==> src/hdl/rpa_pkg.sv <==
package rpa_pkg;

    // Configuration register indexes.
    typedef logic [2:0] t_cfg_idx;
    localparam t_cfg_idx REG_QUAT_W   = 3'd0;
    localparam t_cfg_idx REG_QUAT_X   = 3'd1;
    localparam t_cfg_idx REG_QUAT_Y   = 3'd2;
    localparam t_cfg_idx REG_QUAT_Z   = 3'd3;
    localparam t_cfg_idx REG_OFFSET_X = 3'd4;
    localparam t_cfg_idx REG_OFFSET_Y = 3'd5;
    localparam t_cfg_idx REG_OFFSET_Z = 3'd6;

    // Quaternion component selects.
    localparam logic [1:0] Q_W = 2'd0;
    localparam logic [1:0] Q_X = 2'd1;
    localparam logic [1:0] Q_Y = 2'd2;
    localparam logic [1:0] Q_Z = 2'd3;

    localparam int         COEF_W   = 36;
    localparam logic [4:0] MAT_LAST = 5'd23;

    typedef logic [3:0][31:0]       t_quat;
    typedef logic [8:0][COEF_W-1:0] t_mat;

    typedef struct packed {
        logic [32:0] s_x;
        logic [32:0] s_y;
        logic [32:0] s_z;
        logic        last;
    } t_sum_item;

    typedef struct packed {
        logic      valid;
        t_sum_item item;
    } t_q_head;

    typedef struct packed {
        logic [31:0] min_x;
        logic [31:0] min_y;
        logic [31:0] min_z;
        logic [31:0] max_x;
        logic [31:0] max_y;
        logic [31:0] max_z;
    } t_box;

    // One step of the coefficient engine: product of two components,
    // added or subtracted into the coefficient named by idx.
    typedef struct packed {
        logic [1:0] sel_a;
        logic [1:0] sel_b;
        logic       neg;
        logic [3:0] idx;
        logic       last;
        logic       twice;
    } t_mstep;

    typedef enum logic [1:0] {
        BK_IDLE,
        BK_MUL,
        BK_RND,
        BK_UPD
    } t_back_state;

    function automatic t_mstep mat_step(input logic [4:0] k);
        t_mstep s;
        unique case (k)
            5'd0:    s = '{Q_W, Q_W, 1'b0, 4'd0, 1'b0, 1'b0};
            5'd1:    s = '{Q_X, Q_X, 1'b0, 4'd0, 1'b0, 1'b0};
            5'd2:    s = '{Q_Y, Q_Y, 1'b1, 4'd0, 1'b0, 1'b0};
            5'd3:    s = '{Q_Z, Q_Z, 1'b1, 4'd0, 1'b1, 1'b0};
            5'd4:    s = '{Q_X, Q_Y, 1'b0, 4'd1, 1'b0, 1'b1};
            5'd5:    s = '{Q_W, Q_Z, 1'b0, 4'd1, 1'b1, 1'b1};
            5'd6:    s = '{Q_X, Q_Z, 1'b0, 4'd2, 1'b0, 1'b1};
            5'd7:    s = '{Q_W, Q_Y, 1'b1, 4'd2, 1'b1, 1'b1};
            5'd8:    s = '{Q_X, Q_Y, 1'b0, 4'd3, 1'b0, 1'b1};
            5'd9:    s = '{Q_W, Q_Z, 1'b1, 4'd3, 1'b1, 1'b1};
            5'd10:   s = '{Q_W, Q_W, 1'b0, 4'd4, 1'b0, 1'b0};
            5'd11:   s = '{Q_X, Q_X, 1'b1, 4'd4, 1'b0, 1'b0};
            5'd12:   s = '{Q_Y, Q_Y, 1'b0, 4'd4, 1'b0, 1'b0};
            5'd13:   s = '{Q_Z, Q_Z, 1'b1, 4'd4, 1'b1, 1'b0};
            5'd14:   s = '{Q_Y, Q_Z, 1'b0, 4'd5, 1'b0, 1'b1};
            5'd15:   s = '{Q_W, Q_X, 1'b0, 4'd5, 1'b1, 1'b1};
            5'd16:   s = '{Q_X, Q_Z, 1'b0, 4'd6, 1'b0, 1'b1};
            5'd17:   s = '{Q_W, Q_Y, 1'b0, 4'd6, 1'b1, 1'b1};
            5'd18:   s = '{Q_Y, Q_Z, 1'b0, 4'd7, 1'b0, 1'b1};
            5'd19:   s = '{Q_W, Q_X, 1'b1, 4'd7, 1'b1, 1'b1};
            5'd20:   s = '{Q_W, Q_W, 1'b0, 4'd8, 1'b0, 1'b0};
            5'd21:   s = '{Q_X, Q_X, 1'b1, 4'd8, 1'b0, 1'b0};
            5'd22:   s = '{Q_Y, Q_Y, 1'b1, 4'd8, 1'b0, 1'b0};
            5'd23:   s = '{Q_Z, Q_Z, 1'b0, 4'd8, 1'b1, 1'b0};
            default: s = '0;
        endcase
        return s;
    endfunction

endpackage

==> src/hdl/rpa_mat.sv <==
module rpa_mat import rpa_pkg::*; (
    input  logic  i_clk,
    input  logic  i_rst_n,
    input  t_quat i_quat,
    input  logic  i_restart,
    output t_mat  o_mat,
    output logic  o_busy
);

    logic               r_run;
    logic [4:0]         r_step;
    logic signed [63:0] r_prod;
    t_mstep             r_pctl;
    logic               r_pv;
    logic signed [65:0] r_acc;
    t_mat               r_mat;

    t_mstep             step;
    logic signed [31:0] qa;
    logic signed [31:0] qb;
    logic signed [63:0] prod;
    logic signed [65:0] term;
    logic signed [65:0] psum;
    logic signed [66:0] tot;
    logic signed [66:0] rnd;

    always_comb begin
        step = mat_step(r_step);
        qa   = i_quat[step.sel_a];
        qb   = i_quat[step.sel_b];
        prod = qa * qb;
        term = r_pctl.neg ? -66'(r_prod) : 66'(r_prod);
        psum = r_acc + term;
        tot  = r_pctl.twice ? {psum, 1'b0} : 67'(psum);
        // Round half up from Q.60 to Q.30.
        rnd  = tot + 67'sd536870912;
    end

    always_ff @(posedge i_clk) begin
        if (!i_rst_n || i_restart) begin
            r_run  <= 1'b1;
            r_step <= '0;
            r_pv   <= 1'b0;
            r_acc  <= '0;
        end else begin
            if (r_run) begin
                r_step <= r_step + 5'd1;
                if (r_step == MAT_LAST) begin
                    r_run <= 1'b0;
                end
            end
            r_pv <= r_run;
            if (r_pv) begin
                r_acc <= r_pctl.last ? '0 : psum;
            end
        end
    end

    always_ff @(posedge i_clk) begin
        r_prod <= prod;
        r_pctl <= step;
        if (r_pv && r_pctl.last && !i_restart) begin
            r_mat[r_pctl.idx] <= rnd[COEF_W+29:30];
        end
    end

    assign o_mat  = r_mat;
    assign o_busy = r_run | r_pv;

endmodule

==> config.mk <==
export PLATFORM = sky130hd
export DESIGN_NAME = rpa_mat
export DESIGN_NICKNAME = d
export VERILOG_FILES = /design/src/hdl/rpa_pkg.sv /design/src/hdl/rpa_mat.sv
export SDC_FILE = /design/constraint.sdc
export NUM_CORES = 2
export LEC_CHECK = 0
export BUFFER_PORTS_ARGS = -buffer_cell sky130_fd_sc_hd__buf_4
export CORE_ASPECT_RATIO = 0.7
export CORE_UTILIZATION = 63
export DETAILED_ROUTE_END_ITERATION = 7
export PLACE_DENSITY = 0.82
export REMOVE_ABC_BUFFERS = 1
export SYNTH_ARGS = -nofsm -noshare
export SYNTH_HDL_FRONTEND = slang
export SYNTH_SLANG_ARGS = --single-unit
==> constraint.sdc <==
create_clock -name i_clk -period 11.2 [get_ports i_clk]
set_clock_uncertainty 0.15 [all_clocks]
set_input_delay 1.12 -clock i_clk [delete_from_list [all_inputs] [get_ports i_clk]]
set_output_delay 1.12 -clock i_clk [all_outputs]
set_load 0.02 [all_outputs]
==> key figures <==
Run status
  • Status: finished clean

CTS
  • H-tree levels: 2
  • Root Driver: clkbuf_16
  • Max Root-Sink Buffers: 3
  • Postcts setup bufs: 0
  • Clock transition at the registers of the reported paths: 0.09 ns
  • CTS tree: yes
  • TritonCTS buffer count: 46
  • Num Clock Sinks: 479
  • Clock Latency Late Sink: 0.63 ns

Synth
  • Ranking of synthesized cells by area: fa_1 (37%), edfxtp_1 (17%), inv_1 (6.6%)
  • Most numerous cell in the Yosys netlist: fa_1
  • Mapped Cells: 6000
  • Post-synth EDFFs: 324
  • Yosys warns: 0
  • Async set or reset register ratio after synthesis: 0%
  • Seq cells post-synth: 479
  • Yosys cell types: 89
  • Cell type with the largest total area after synthesis: fa_1
  • Cell Area, Synth: 58700 um^2
  • Synth top area share: 36.9%
  • Top post-synthesis cells by count: fa_1 (1083), inv_1 (1027), nand2_1 (720)
  • Syn avg cell area: 9.79 um^2
  • Sequential-to-total area share from yosys stat: 21.8%
  • Main flop type after synthesis: edfxtp_1

Floorplanning
  • # IOs: 456
  • Die W: 367 um
  • Core ar.: 92200 um^2
  • Die footprint: 94500 um^2
  • Initial core utilization: 63.7%
  • Rows: 93
  • Die height: 257 um

Global routing
  • Grt total ovfl: 0
  • Maximum number of pins on one net before global-route repair: 69
  • Initial antenna violation count: 3
  • GRT Total Usage: 40.0%
  • Vias in the first global route: 49000
  • First-pass GRT wire length: 286000 um

Worst setup path
  • Cell mode on critical path: fa_1
  • Crit path arrival time: 11.03 ns
  • CP startpoint kind: flop
  • Worst Setup End Kind: flop
  • CP Buf/Inv Count: 6
  • CP top delay family: adder cells
  • Flop-to-flop setup slack: 0.53 ns
  • Data required, critical path: 11.56 ns
  • CP max stage delay: 0.84 ns
  • CP max FO: 29
  • Setup CP Type: reg2reg
  • CP max stage cell: dfxtp_2

Min path
  • Worst min path class: reg2reg

Run
  • Number of max-cap violations: 0

Timing
  • Max frequency: 93.7 MHz
  • Tightest Pin Transition: 1.41 ns
  • RSZ-0062 raised after global routing: no
  • Count of final max-slew check failures: 0
  • Fin crit share: 95.3%
  • Post-route setup TNS: 0 ns
  • Slew margin rel.: 6.20%
  • Final setup viols: 0
  • Final Hold Viols: 0
  • Crit path time final: 10.67 ns

Routing
  • Initial DRT Pass Iterations: 7
  • Final WL: 186000 um
  • Remaining antenna violation count: 0
  • DR WL/cell: 24.4 um
  • DRC marker count from the first detailed-route iteration: 5664
  • DR vias: 47100
  • DRC Markers: 0
  • Vias per cell: 6.17

Placement
  • I/O Buffers: 455
  • RePlAce Congestion: 1.07
  • Post-detail-place hpwl: 143000 um

Cells and area
  • Share of post-route cells with drive strength above 1: 12.7%
  • # nets final: 7834
  • Layout filler cell count: 6661
  • Area Growth Syn to Fin: 11.3%
  • Multi-input combinational cell area: 41100 um^2
  • Sequential cell area: 12800 um^2
==> layout by cell type, fill, tap and decap left out, types with 12 or more instances in the layout <==
| cell type | Yosys | final |
|---|---|---|
| a21o_1 | 69 | 69 |
| o211ai_1 | 21 | 21 |
| mux2_2 | 60 | 60 |
| a31oi_1 | 24 | 24 |
| or3_1 | 31 | 31 |
| buf_4 | 0 | 589 |
| o31ai_1 | 28 | 28 |
| o21ai_0 | 134 | 121 |
| clkbuf_16 | 0 | 48 |
| edfxtp_1 | 324 | 324 |
| o21ai_2 | 1 | 17 |
| inv_1 | 1027 | 1026 |
| nand2_1 | 720 | 720 |
| nor2_1 | 688 | 681 |
| nor3_1 | 42 | 40 |
| fa_1 | 1083 | 1083 |
| dfxtp_1 | 155 | 149 |
| o21bai_1 | 17 | 17 |
| or4_1 | 12 | 12 |
| a21oi_1 | 157 | 157 |
| o21ai_1 | 45 | 42 |
| nand2b_1 | 43 | 42 |
| and2_1 | 56 | 56 |
| xor2_1 | 54 | 54 |
| xnor2_1 | 161 | 161 |
| o21a_1 | 73 | 73 |
| nand3_1 | 37 | 37 |
| nor2b_1 | 15 | 15 |
| nand4_1 | 23 | 23 |
| mux2i_1 | 76 | 76 |
| ha_1 | 261 | 261 |
| or2_2 | 14 | 14 |
| a211oi_1 | 19 | 19 |
| a22oi_1 | 57 | 57 |
==> sequential cells by signal (all words and copies together) (netlist names) <==
register  cells
r_prod       64
step         11
r_pv          1
r_run         1
o_mat       324
r_step        5
r_pctl        7
r_acc        66
==> kinds of logic after synthesis <==
family | Yosys count | share of synthesized area, %
and+or+nand+nor | 1745 | 12.6
adders and majority gates | 1344 | 42.5
buffers and inverters | 1308 | 8.37
AOI/OAI and AO/OA | 762 | 8.62
DFF | 479 | 21.8
xor gates and xnor gates | 216 | 3.23
muxes | 146 | 2.83
==> what timing repair did <==
action                                  4_1_cts  5_1_grt
endpoints found under the setup margin        0        1
gates resized for setup                       0        3
hold buffers                                  0        0
==> final timing paths <==
path | from | end | cells past startpoint
setup / recovery | step[8]$_DFF_P_ | r_prod[62]$_DFF_P_ | 29
hold / removal | step[0]$_DFF_P_ | r_pctl[0]$_DFF_P_ | 0
setup reg to reg | step[8]$_DFF_P_ | r_prod[62]$_DFF_P_ | 29
hold reg to reg | step[0]$_DFF_P_ | r_pctl[0]$_DFF_P_ | 0
==> layout make-up <==
type | count | share of cell area [%]
Sequential cell | 479 | 19.6
Timing Repair Buffer | 590 | 6.79
Multi-Input combinational cell | 4213 | 62.9
Clock buffer | 64 | 2.06
Antenna cell | 2 | 0.00765
Inverter | 1029 | 5.91
Tap cell | 1235 | 2.36
Clock inverter | 22 | 0.314
==> per-layer routing <==
layer | vias to the layer above | track usage (%) | wire length [um]
met5 | - | 1.82 | 265
met4 | 10 | 17.4 | 10400
met3 | 763 | 14.6 | 27500
met2 | 3373 | 58.7 | 79000
met1 | 23300 | 53.4 | 69200
li1 | 19700 | - | -
==> through the flow <==
step	instance area, um^2	setup slack, ns	hold slack [ns]	util (%)	cells
global placement	63800	0.562	0.162	69.3	7546
detailed placement	63800	0.312	0.163	69.3	7546
global route	65400	0.195	0.183	70.9	7632
floorplan	57700	0.101	0.160	-	5721
CTS	65400	0.538	0.182	70.9	7632
finish	65400	0.531	0.180	71.0	7634
Power is not shown: default switching activity piles up to over one toggle a cycle in this logic, so the estimate is an artifact.
