$ cat config.mk
export PLATFORM = sky130hd
export DESIGN_NAME = rpa_front
export DESIGN_NICKNAME = d
export VERILOG_FILES = /design/src/hdl/rpa_pkg.sv /design/src/hdl/rpa_front.sv
export SDC_FILE = /design/constraint.sdc
export NUM_CORES = 1
export LEC_CHECK = 0
export BUFFER_PORTS_ARGS = -buffer_cell sky130_fd_sc_hd__buf_2
export CORE_ASPECT_RATIO = 0.8
export CORE_MARGIN = 2
export CORE_UTILIZATION = 47
export CTS_BUF_LIST = sky130_fd_sc_hd__clkbuf_4
export CTS_CLUSTER_SIZE = 40
export DETAILED_ROUTE_END_ITERATION = 8
export GPL_TIMING_DRIVEN = 0
export PLACE_DENSITY = 0.79
export SETUP_SLACK_MARGIN = 0.3
export SLEW_MARGIN = 20
export SYNTH_ARGS = -nofsm -noshare
export SYNTH_HDL_FRONTEND = slang
export SYNTH_SLANG_ARGS = --single-unit
$ cat constraint.sdc
create_clock -name i_clk -period 11 [get_ports i_clk]
set_input_delay 1.65 -clock i_clk [delete_from_list [all_inputs] [get_ports i_clk]]
set_output_delay 1.65 -clock i_clk [all_outputs]
set_load 0.01 [all_outputs]
$ cat src/hdl/rpa_pkg.sv
package rpa_pkg;

    // Configuration register indexes.
    typedef logic [2:0] t_cfg_idx;
    localparam t_cfg_idx REG_QUAT_W   = 3'd0;
    localparam t_cfg_idx REG_QUAT_X   = 3'd1;
    localparam t_cfg_idx REG_QUAT_Y   = 3'd2;
    localparam t_cfg_idx REG_QUAT_Z   = 3'd3;
    localparam t_cfg_idx REG_OFFSET_X = 3'd4;
    localparam t_cfg_idx REG_OFFSET_Y = 3'd5;
    localparam t_cfg_idx REG_OFFSET_Z = 3'd6;

    // Quaternion component selects.
    localparam logic [1:0] Q_W = 2'd0;
    localparam logic [1:0] Q_X = 2'd1;
    localparam logic [1:0] Q_Y = 2'd2;
    localparam logic [1:0] Q_Z = 2'd3;

    localparam int         COEF_W   = 36;
    localparam logic [4:0] MAT_LAST = 5'd23;

    typedef logic [3:0][31:0]       t_quat;
    typedef logic [8:0][COEF_W-1:0] t_mat;

    typedef struct packed {
        logic [32:0] s_x;
        logic [32:0] s_y;
        logic [32:0] s_z;
        logic        last;
    } t_sum_item;

    typedef struct packed {
        logic      valid;
        t_sum_item item;
    } t_q_head;

    typedef struct packed {
        logic [31:0] min_x;
        logic [31:0] min_y;
        logic [31:0] min_z;
        logic [31:0] max_x;
        logic [31:0] max_y;
        logic [31:0] max_z;
    } t_box;

    // One step of the coefficient engine: product of two components,
    // added or subtracted into the coefficient named by idx.
    typedef struct packed {
        logic [1:0] sel_a;
        logic [1:0] sel_b;
        logic       neg;
        logic [3:0] idx;
        logic       last;
        logic       twice;
    } t_mstep;

    typedef enum logic [1:0] {
        BK_IDLE,
        BK_MUL,
        BK_RND,
        BK_UPD
    } t_back_state;

    function automatic t_mstep mat_step(input logic [4:0] k);
        t_mstep s;
        unique case (k)
            5'd0:    s = '{Q_W, Q_W, 1'b0, 4'd0, 1'b0, 1'b0};
            5'd1:    s = '{Q_X, Q_X, 1'b0, 4'd0, 1'b0, 1'b0};
            5'd2:    s = '{Q_Y, Q_Y, 1'b1, 4'd0, 1'b0, 1'b0};
            5'd3:    s = '{Q_Z, Q_Z, 1'b1, 4'd0, 1'b1, 1'b0};
            5'd4:    s = '{Q_X, Q_Y, 1'b0, 4'd1, 1'b0, 1'b1};
            5'd5:    s = '{Q_W, Q_Z, 1'b0, 4'd1, 1'b1, 1'b1};
            5'd6:    s = '{Q_X, Q_Z, 1'b0, 4'd2, 1'b0, 1'b1};
            5'd7:    s = '{Q_W, Q_Y, 1'b1, 4'd2, 1'b1, 1'b1};
            5'd8:    s = '{Q_X, Q_Y, 1'b0, 4'd3, 1'b0, 1'b1};
            5'd9:    s = '{Q_W, Q_Z, 1'b1, 4'd3, 1'b1, 1'b1};
            5'd10:   s = '{Q_W, Q_W, 1'b0, 4'd4, 1'b0, 1'b0};
            5'd11:   s = '{Q_X, Q_X, 1'b1, 4'd4, 1'b0, 1'b0};
            5'd12:   s = '{Q_Y, Q_Y, 1'b0, 4'd4, 1'b0, 1'b0};
            5'd13:   s = '{Q_Z, Q_Z, 1'b1, 4'd4, 1'b1, 1'b0};
            5'd14:   s = '{Q_Y, Q_Z, 1'b0, 4'd5, 1'b0, 1'b1};
            5'd15:   s = '{Q_W, Q_X, 1'b0, 4'd5, 1'b1, 1'b1};
            5'd16:   s = '{Q_X, Q_Z, 1'b0, 4'd6, 1'b0, 1'b1};
            5'd17:   s = '{Q_W, Q_Y, 1'b0, 4'd6, 1'b1, 1'b1};
            5'd18:   s = '{Q_Y, Q_Z, 1'b0, 4'd7, 1'b0, 1'b1};
            5'd19:   s = '{Q_W, Q_X, 1'b1, 4'd7, 1'b1, 1'b1};
            5'd20:   s = '{Q_W, Q_W, 1'b0, 4'd8, 1'b0, 1'b0};
            5'd21:   s = '{Q_X, Q_X, 1'b1, 4'd8, 1'b0, 1'b0};
            5'd22:   s = '{Q_Y, Q_Y, 1'b1, 4'd8, 1'b0, 1'b0};
            5'd23:   s = '{Q_Z, Q_Z, 1'b0, 4'd8, 1'b1, 1'b0};
            default: s = '0;
        endcase
        return s;
    endfunction

endpackage

$ cat src/hdl/rpa_front.sv
module rpa_front import rpa_pkg::*; (
    input  logic        i_clk,
    input  logic        i_rst_n,
    input  logic        i_push,
    output logic        o_full,
    input  logic [31:0] i_point_x,
    input  logic [31:0] i_point_y,
    input  logic [31:0] i_point_z,
    input  logic        i_last_point,
    input  logic [31:0] i_offset_x,
    input  logic [31:0] i_offset_y,
    input  logic [31:0] i_offset_z,
    input  logic        i_hold,
    input  logic        i_pop,
    output t_q_head     o_head
);

    t_sum_item  r_q [2];
    logic       r_wp;
    logic       r_rp;
    logic [1:0] r_cnt;

    t_sum_item  item;
    logic       push_ok;
    logic       pop_ok;

    // Sums are kept at full 33-bit width, so nothing wraps here.
    always_comb begin
        item.s_x  = {i_point_x[31], i_point_x} + {i_offset_x[31], i_offset_x};
        item.s_y  = {i_point_y[31], i_point_y} + {i_offset_y[31], i_offset_y};
        item.s_z  = {i_point_z[31], i_point_z} + {i_offset_z[31], i_offset_z};
        item.last = i_last_point;
    end

    assign o_full  = (r_cnt == 2'd2) || i_hold;
    assign push_ok = i_push && !o_full;
    assign pop_ok  = i_pop && (r_cnt != 2'd0);

    always_ff @(posedge i_clk) begin
        if (!i_rst_n) begin
            r_wp  <= 1'b0;
            r_rp  <= 1'b0;
            r_cnt <= '0;
        end else begin
            if (push_ok) begin
                r_wp <= ~r_wp;
            end
            if (pop_ok) begin
                r_rp <= ~r_rp;
            end
            if (push_ok && !pop_ok) begin
                r_cnt <= r_cnt + 2'd1;
            end else if (pop_ok && !push_ok) begin
                r_cnt <= r_cnt - 2'd1;
            end
        end
    end

    always_ff @(posedge i_clk) begin
        if (push_ok) begin
            r_q[r_wp] <= item;
        end
    end

    assign o_head.valid = (r_cnt != 2'd0);
    assign o_head.item  = r_q[r_rp];

endmodule

==> results of run 1 <==
final cells by class:
cell class | count | area, um^2 | area share
Clock inverter | 19 | 116 | 0.00764
Clock buffer | 79 | 593 | 0.0389
Inverter | 30 | 113 | 0.00739
Timing Repair Buffer | 306 | 1680 | 0.110
Multi-Input combinational cell | 770 | 6050 | 0.397
Antenna cell | 3 | 7.51 | 0.000493
Buffer | 23 | 116 | 0.00764
Sequential cell | 205 | 6110 | 0.401
Tap cell | 357 | 447 | 0.0293
sequential cells by signal (all words and copies together), names as in the netlist, named ones only:
register  cells
r_wp          1
r_rp          1
r_cnt         2
r_q         200
power by group through the flow:
stage | combinational [uW] | sequential, uW | clock [uW]
floorplan | 569 | 1020 | 0
global placement | 848 | 1020 | 0
detailed placement | 883 | 1010 | 0
CTS | 889 | 997 | 695
global route | 966 | 1000 | 732
finish | 884 | 996 | 669
metal layers:
metal / part of all wire / vias up
met5: 0 / -
met4: 0.018 / 0
met3: 0.092 / 47
met2: 0.45 / 395
met1: 0.44 / 4459
li1: - / 4721
through the flow:
stage	area [um^2]	util	std cells	worst slack, ns	hold slack (ns)
after detailed placement	14500	0.557	1691	6.46	0.547
final	15200	0.584	1792	6.54	0.556
after floorplan	12400	-	1028	4.33	0.473
after global placement	14300	0.549	1684	1.60	0.485
after CTS	15200	0.584	1789	6.41	0.557
after global routing	15200	0.584	1791	6.32	0.599
cells by family (layout without fill, tap and decap cells):
kind of cell	Yosys count	in the layout	synth area share
compound gates	285	285	0.150
xor+xnor	90	90	0.0637
fa+ha+maj	100	100	0.103
buf+inv	53	457	0.0185
flops	205	205	0.493
mux	100	100	0.0910
other cells	0	3	0
simple gates	195	195	0.0802
how the worst min path moves through the flow:
| stage | start | slack [ns] | to |
|---|---|---|---|
| 6_report | r_cnt[1] | 0.56 | r_cnt[1] |
| 4_1_cts | r_cnt[1] | 0.56 | r_cnt[1] |
| 2_1_floorplan | r_cnt[1] | 0.47 | r_cnt[1] |
| 3_5_place_dp | r_cnt[1] | 0.55 | r_cnt[1] |
| 5_1_grt | r_cnt[1] | 0.60 | r_cnt[1] |
| 3_3_place_gp | r_cnt[1] | 0.48 | r_cnt[1] |
cell usage in the layout (no fill, tap or decap), types with 9 or more instances in the layout:
master,count
buf_2,302
edfxtp_1,200
mux2_2,100
ha_1,97
a21oi_1,93
clkbuf_4,80
xnor2_1,59
nand2_1,56
o21ai_0,49
a21o_1,40
nor2_1,34
xor2_1,31
inv_1,30
nand3_1,18
clkbuf_1,15
o21a_1,14
nand4_1,12
nor3_1,12
and3_1,12
clkinv_1,12
nor2b_1,10
a31oi_1,10
o211ai_1,10
o21bai_1,10
and2_1,9
critical path: cells and delay by family (launching register included):
kind,cells,cell delay [ns]
buf+inv,3,1.47
flops,1,0.31
mux,1,0.40
==> impl_metrics.ini, run 1 <==
[pwr]
power_density_nw_per_um2 = 167
power_switching_share = 0.320
power_frac_comb = 0.347
p_seq_frac = 0.391
pwr-share-clk = 0.262
p_leak_uw = 0.00634
p_switching_uw = 815
p_total_uw = 2550
irDropWorstVdd_mv = 0.0960
cell_internal_pwr_uw = 1730

[critical_path]
crit_fanout = 10
r2r_slack_ns = 8.88
worstSetupEndpointType = output port
r2r.worst_path.cells = 7
startpoint_type = flip-flop
crit_required_ns = 9.35
reg2reg_from = r_cnt[0]
max_stage_delay_ns = 0.69
endpoint = o_head[59]
crit_type = reg2out
crit_chain = clkbuf_1, clkbuf_1, mux2_2, buf_2
worstPathArrival_ns = 2.81
cpMostUsedCell = clkbuf_1
r2r-end = r_q[0][76]
cpMaxStageDelayCell = clkbuf_1

[hold_path]
hold_depth = 2
hold_class = reg2reg

[synthesis]
synthFlopType = edfxtp_1
netlist_area_um2 = 12400
yosysWarnings = 0
synth_seq_area_share = 0.493
ys_ff_latch = 205
yosysUniqueCellTypes = 74
syn_avg_cell_area_um2 = 12.0
synth_top_area_share = 0.485
synthCells = 1028
synth-edff-count = 200
syn_nets = 1326
ys_top_cells_by_count = edfxtp_1, mux2_2, ha_1, a21oi_1, xnor2_1
synthTopCellsByArea = edfxtp_1, ha_1, mux2_2
synthArstFlopShare = 0
synth_most_common_cell = edfxtp_1
synth_top_cell_by_area = edfxtp_1

[global_routing]
grtUsageTotal = 0.211
grt_pass1_vias = 9274
global_route.usage.met3 = 0.0598
antenna_found_initial = 3
met2_usage = 0.341
grt_start_max_net_pins = 48
grt_overflow = 0
grt_pass1_wl_um = 46200
use_met1 = 0.279
top_usage_layer = met2

[sta]
rsz0062_at_grt = false
setup-tns-final_ns = 0
clock.fmax_mhz = 224
slew_violations = 0
worst_slew_pin_slew_ns = 0.921
finalHoldViolCount = 0
finClkSkew_ns = 0.0599
fin_crit_sh = 0.405
setup_viol = 0
relSlewSlack = 0.386
period_needed_ns = 4.46

[detailed_routing]
viasPerCell = 5.37
vias = 9622
drt_pass1_iterations = 6
drc = 0
routedWlPerCell_um = 16.8
drtIter0Drc = 560
drtAntennaViolNets = 0
finalWirelength_um = 30100

[cts]
cts.repair.resized = 0
clk_pin_slew_ns = 0.07
clkSinkCount = 205
post-cts-setup-buffer-count = 0
cts_hold_buffers = 0
clk_path_buf_depth = 3
h-tree-depth = 2
cts_tree = built
clock_latency_ns = 0.68
cts_buffers = 54
cts_root_buf = clkbuf_4

[cells_and_area]
syn_to_final_growth_pct = 23.1
layout-drive-gt1-share = 0.367
fillCellCount = 2187
nets = 1688

[status]
outcome = finished clean

[floorplan]
die_h_um = 149
ios = 300
initial_core_util = 0.475
core_area_um2 = 26100
rows = 53
fp.dieW_um = 185
dieArea_um2 = 27700

[placement]
hpwlAfterDp_um = 22900
globalplace.congestion = 0.902
numPortBuffers = 299

[job]
maxCapViolCount = 0
No activity file was read; power rests on OpenSTA's default activity.
==> inputs of run 2 (changes only) <==
- clock period: 11 -> 4.31 ns (I/O delays scaled with it)
==> run 2 against run 1 <==
Against the previous run: wire length grew 1.0%; hold slack lost 0.37 ns; global-route usage grew 0.30 points; power grew to 2.6 times the previous value; utilization shrank 0.11 points; flip-flop and latch count is the same; critical path depth is the same; register-to-register slack lost 7.0 ns; worst setup slack lost 5.6 ns; sequential share of layout area grew 0.073 points; count of clock-buffer cells in the layout shrank 6; via count grew 0.82%; largest power group unchanged.
==> impl_metrics.ini, run 2 (same netlist as run 1, synthesis figures left out) <==
[cells_and_area]
layout-drive-gt1-share = 0.363
fillCellCount = 2221
top_register = r_q
syn_to_final_growth_pct = 22.9
seqCellArea_um2 = 6110
nets = 1688
largest_reg_flops = 200
multi_input_area_um2 = 6050
reg_top3 = r_q (200), r_cnt (2)
layout_common_cells = buf_2, edfxtp_1, mux2_2
final_common_cell = buf_2

[critical_path]
crit_required_ns = 3.66
worstSetupEndpointType = output port
cpMaxStageDelayCell = clkbuf_1
r2r_slack_ns = 1.86
crit_chain = clkbuf_1, clkbuf_1, mux2_2, buf_2
max_stage_delay_ns = 0.61
crit_type = reg2out
worstPathArrival_ns = 2.74
crit_fanout = 10
startpoint_type = flip-flop
cpMostUsedCell = clkbuf_1

[job]
maxCapViolCount = 0

[global_routing]
grt_pass1_wl_um = 46600
grtUsageTotal = 0.214
grt_start_max_net_pins = 42
grt_overflow = 0
grt_pass1_vias = 9405
antenna_found_initial = 1

[sta]
fin_crit_sh = 0.785
whs_ns = 0.187
finClkSkew_ns = 0.0279
rsz0062_at_grt = false
setup_viol = 0
postLayoutSetupSlackWorst_ns = 0.928
relSlewSlack = 0.498
period_needed_ns = 3.38
slew_violations = 0
worst_slew_pin_slew_ns = 0.752
finalHoldViolCount = 0
clock.fmax_mhz = 296

[cts]
clk_path_buf_depth = 3
cts_tree = built
h-tree-depth = 2
cts_buffers = 54
clock_latency_ns = 0.66
cts_hold_buffers = 0
clk_pin_slew_ns = 0.07
cts_root_buf = clkbuf_4
post-cts-setup-buffer-count = 0
clkSinkCount = 205
cts.repair.resized = 0

[floorplan]
dieArea_um2 = 27700
fp.dieW_um = 185
ios = 300
die_h_um = 149
initial_core_util = 0.475
rows = 53
core_area_um2 = 26100

[detailed_routing]
drt_pass1_iterations = 5
finalWirelength_um = 30400
drc = 0
drtIter0Drc = 494
drtAntennaViolNets = 0
viasPerCell = 5.43
routedWlPerCell_um = 17.0
vias = 9701

[pwr]
power_switching_share = 0.321
power_frac_comb = 0.346
pwr-share-clk = 0.263
p_seq_frac = 0.391
p_leak_uw = 0.00632
power_density_nw_per_um2 = 428
irDropWorstVdd_mv = 0.245
cell_internal_pwr_uw = 4420
p_switching_uw = 2090

[hold_path]
hold_class = in2reg

[placement]
post-place-ws_ns = 0.745
numPortBuffers = 299
globalplace.congestion = 0.901
hpwlAfterDp_um = 23200

[status]
outcome = finished clean
## run 2: stage by stage
step | setup TNS, ns | power (uW) | cell area, um^2 | utilization | std cells
final | 0 | 6510 | 15200 | 0.583 | 1787
after global routing | 0 | 6890 | 15200 | 0.583 | 1787
after CTS | 0 | 6600 | 15200 | 0.583 | 1786
after detailed placement | 0 | 4850 | 14500 | 0.557 | 1691
after global placement | -240.78 | 4770 | 14300 | 0.549 | 1684
after floorplan | 0 | 4040 | 12400 | - | 1028
## run 2: final cells by class
| class | instances | area share |
|---|---|---|
| well taps | 357 | 0.0294 |
| multi-input cells | 770 | 0.398 |
| diodes | 1 | 0.000165 |
| flip-flops and latches | 205 | 0.402 |
| plain buffers | 23 | 0.00765 |
| inverters | 30 | 0.00741 |
| clock inverters | 22 | 0.00963 |
| clock buffers | 73 | 0.0360 |
| repair buffers | 306 | 0.110 |
## run 2: routing by layer
layer,GRT usage,wire [um],up-vias
met5,0,0,-
met4,0.0813,898,0
met3,0.0491,2480,68
met2,0.344,13600,392
met1,0.282,13400,4521
li1,-,-,4720
## run 2: power by group through the flow
stage / logic (uW) / clock network, uW / registers, uW
after floorplan: 1450 / 0 / 2590
after global placement: 2170 / 0 / 2600
after detailed placement: 2260 / 0 / 2590
after CTS: 2270 / 1780 / 2550
after global routing: 2470 / 1870 / 2560
final: 2260 / 1710 / 2540
## run 2: critical path, delay by kind of cell (launching register included)
kind	cells	cell delay, ns
buf+inv	3	1.32
flops	1	0.32
mux	1	0.43
## run 2: path summary, 6_finish.rpt
path / from / end / depth (start not counted)
min reg2reg: r_cnt[1] / r_cnt[1] / 2
max reg2reg: r_cnt[0] / r_q[0][74] / 8
max: flip-flop / o_head[61] / 4
min: i_last_point / r_q[1][0] / 1
==> inputs of run 3 (changes only) <==
- PLACE_DENSITY: 0.79 -> 0.81
- clock period: 4.31 -> 2.82 ns (I/O delays scaled with it)
==> run 3 against run 2 <==
Against the previous run: hold slack got worse by 0.090 ns; via count rose by 1.5%; critical path type is now in2reg; combinational power grew 57%; power rose by 57%; count of clock-buffer cells in the layout rose by 10; clock power grew 61%; design area grew 1.4%; wire length is 0.55% higher; utilization rose by 0.80 points; first-iteration DRC count rose by 6.3%; register-to-register slack got worse by 1.2 ns.
==> impl_metrics.ini, run 3 (same netlist as run 1, synthesis figures left out) <==
[status]
outcome = finished clean

[cells_and_area]
largest_reg_flops = 200
fillCellCount = 2120
final_common_cell = buf_2
layout.cells.non_filler = 1797
layout-drive-gt1-share = 0.387
top_register = r_q
reg_top3 = r_q (200), r_cnt (2)
multi_input_area_um2 = 6150
nets = 1692
syn_to_final_growth_pct = 24.6
layout_common_cells = buf_2, edfxtp_1, mux2_2
seqCellArea_um2 = 6110

[sta]
whs_ns = 0.0963
rsz0062_at_grt = false
fin_crit_sh = 0.878
finClkSkew_ns = 0.0266
period_needed_ns = 2.48
setup_viol = 0
relSlewSlack = 0.595
worst_slew_pin_slew_ns = 0.604
clock.fmax_mhz = 404
slew_violations = 0
finalHoldViolCount = 0

[pwr]
p_leak_uw = 0.00642
pwr-share-clk = 0.270
p_total_uw = 10200
cell_internal_pwr_uw = 6970
power_frac_comb = 0.348
p_switching_uw = 3220
power_density_nw_per_um2 = 661
power_switching_share = 0.316
p_seq_frac = 0.382
irDropWorstVdd_mv = 0.364

[floorplan]
dieArea_um2 = 27700
ios = 300
core_area_um2 = 26100
fp.dieW_um = 185
die_h_um = 149
initial_core_util = 0.475
rows = 53

[global_routing]
grt_overflow = 0
grt_pass1_wl_um = 48000
antenna_found_initial = 2
grtUsageTotal = 0.219
grt_pass1_vias = 9842
grt_start_max_net_pins = 49

[critical_path]
r2r.worst_path.cells = 7
r2r_slack_ns = 0.66
worstSetupEndpointType = flip-flop
worstPathArrival_ns = 2.85
crit_required_ns = 3.19
crit_fanout = 6
reg2reg_from = r_cnt[0]
crit_type = in2reg
startpoint_type = primary input
r2r-end = r_q[0][78]

[cts]
clk_pin_slew_ns = 0.07
clkSinkCount = 205
clk_path_buf_depth = 3
cts_buffers = 56
h-tree-depth = 2
cts_tree = built
clock_latency_ns = 0.65
cts_root_buf = clkbuf_4

[detailed_routing]
drtAntennaViolNets = 0
drt_pass1_iterations = 5
drtIter0Drc = 525
vias = 9844
viasPerCell = 5.48
finalWirelength_um = 30500
drc = 0
routedWlPerCell_um = 17.0

[hold_path]
hp-start = i_offset_x[0]
hold_class = in2reg
hold_depth = 2
hold_path_end = r_q[1][67]

[placement]
hpwlAfterDp_um = 23100
globalplace.congestion = 0.893
numPortBuffers = 299
placed_cells = 1690

[job]
maxCapViolCount = 0
run 3: cell types whose count changed in the layout (fill, tap and decap cells not counted), moves of 3 or more:
cell	change
a21oi_1	-4
a21oi_2	+3
buf_4	+10
clkbuf_1	-11
clkbuf_4	+10
fa_1	-3
fa_2	+3
run 3: cell type report:
type                    count  share of cell area
diodes                      2            0.000325
plain buffers              23              0.0110
clock buffers              83              0.0404
clock inverters            19             0.00836
inverters                  30             0.00731
multi-input cells         770               0.399
flip-flops and latches    205               0.396
well taps                 357              0.0290
repair buffers            308               0.108
run 3: power by group through the flow:
stage,Sequential (uW),Clock [uW],Combinational (uW)
after floorplan,3950,0,2250
final,3900,2760,3540
after detailed placement,3960,0,3450
after global placement,3960,0,3340
after global routing,3920,3010,3860
after CTS,3900,2850,3540
run 3: metal layers:
layer,track usage,up-vias,wire length [um]
met1,0.285,4603,13100
met5,0,-,0
met4,0.0726,0,761
met3,0.0586,67,2740
li1,-,4732,-
met2,0.354,442,13900
run 3: how the worst max path moves through the flow:
stage,start,endpoint,cells after the start
finish,i_point_y[0],r_q[1][64],10
global route,flip-flop,o_head[92],4
CTS,flip-flop,o_head[92],4
detailed placement,i_point_y[0],r_q[0][64],10
global placement,i_hold,r_q[0][76],4
floorplan,i_point_y[0],r_q[0][64],9
run 3: timing repair:
action                                  in CTS  in global routing
hold endpoints to repair                     7                  0
endpoints found under the setup margin     100                 90
cloned                                       0                  0
resized for setup                           24                 13
setup buffers                                0                  1
hold buffers                                 2                  0
run 3: critical path, cell delays in order:
cell and delay (ns):
buf_2 0.12, ha_4 0.17, fa_2 0.39, a211oi_2 0.24
o21bai_1 0.13, a21boi_2 0.21, o21ai_2 0.11, a41o_1 0.36
a31o_2 0.33, a311o_1 0.37
run 3: metrics by stage:
| stage | TNS (ns) | setup slack (ns) | area [um^2] | utilization |
|---|---|---|---|---|
| 6_report | 0 | 0.344 | 15400 | 0.591 |
| 3_5_place_dp | -7.22 | -0.285 | 14600 | 0.559 |
| 5_1_grt | 0 | 0.304 | 15400 | 0.591 |
| 4_1_cts | 0 | 0.246 | 15400 | 0.590 |
| 3_3_place_gp | -118.15 | -0.805 | 14400 | 0.553 |
| 2_1_floorplan | 0 | 0.127 | 12500 | - |
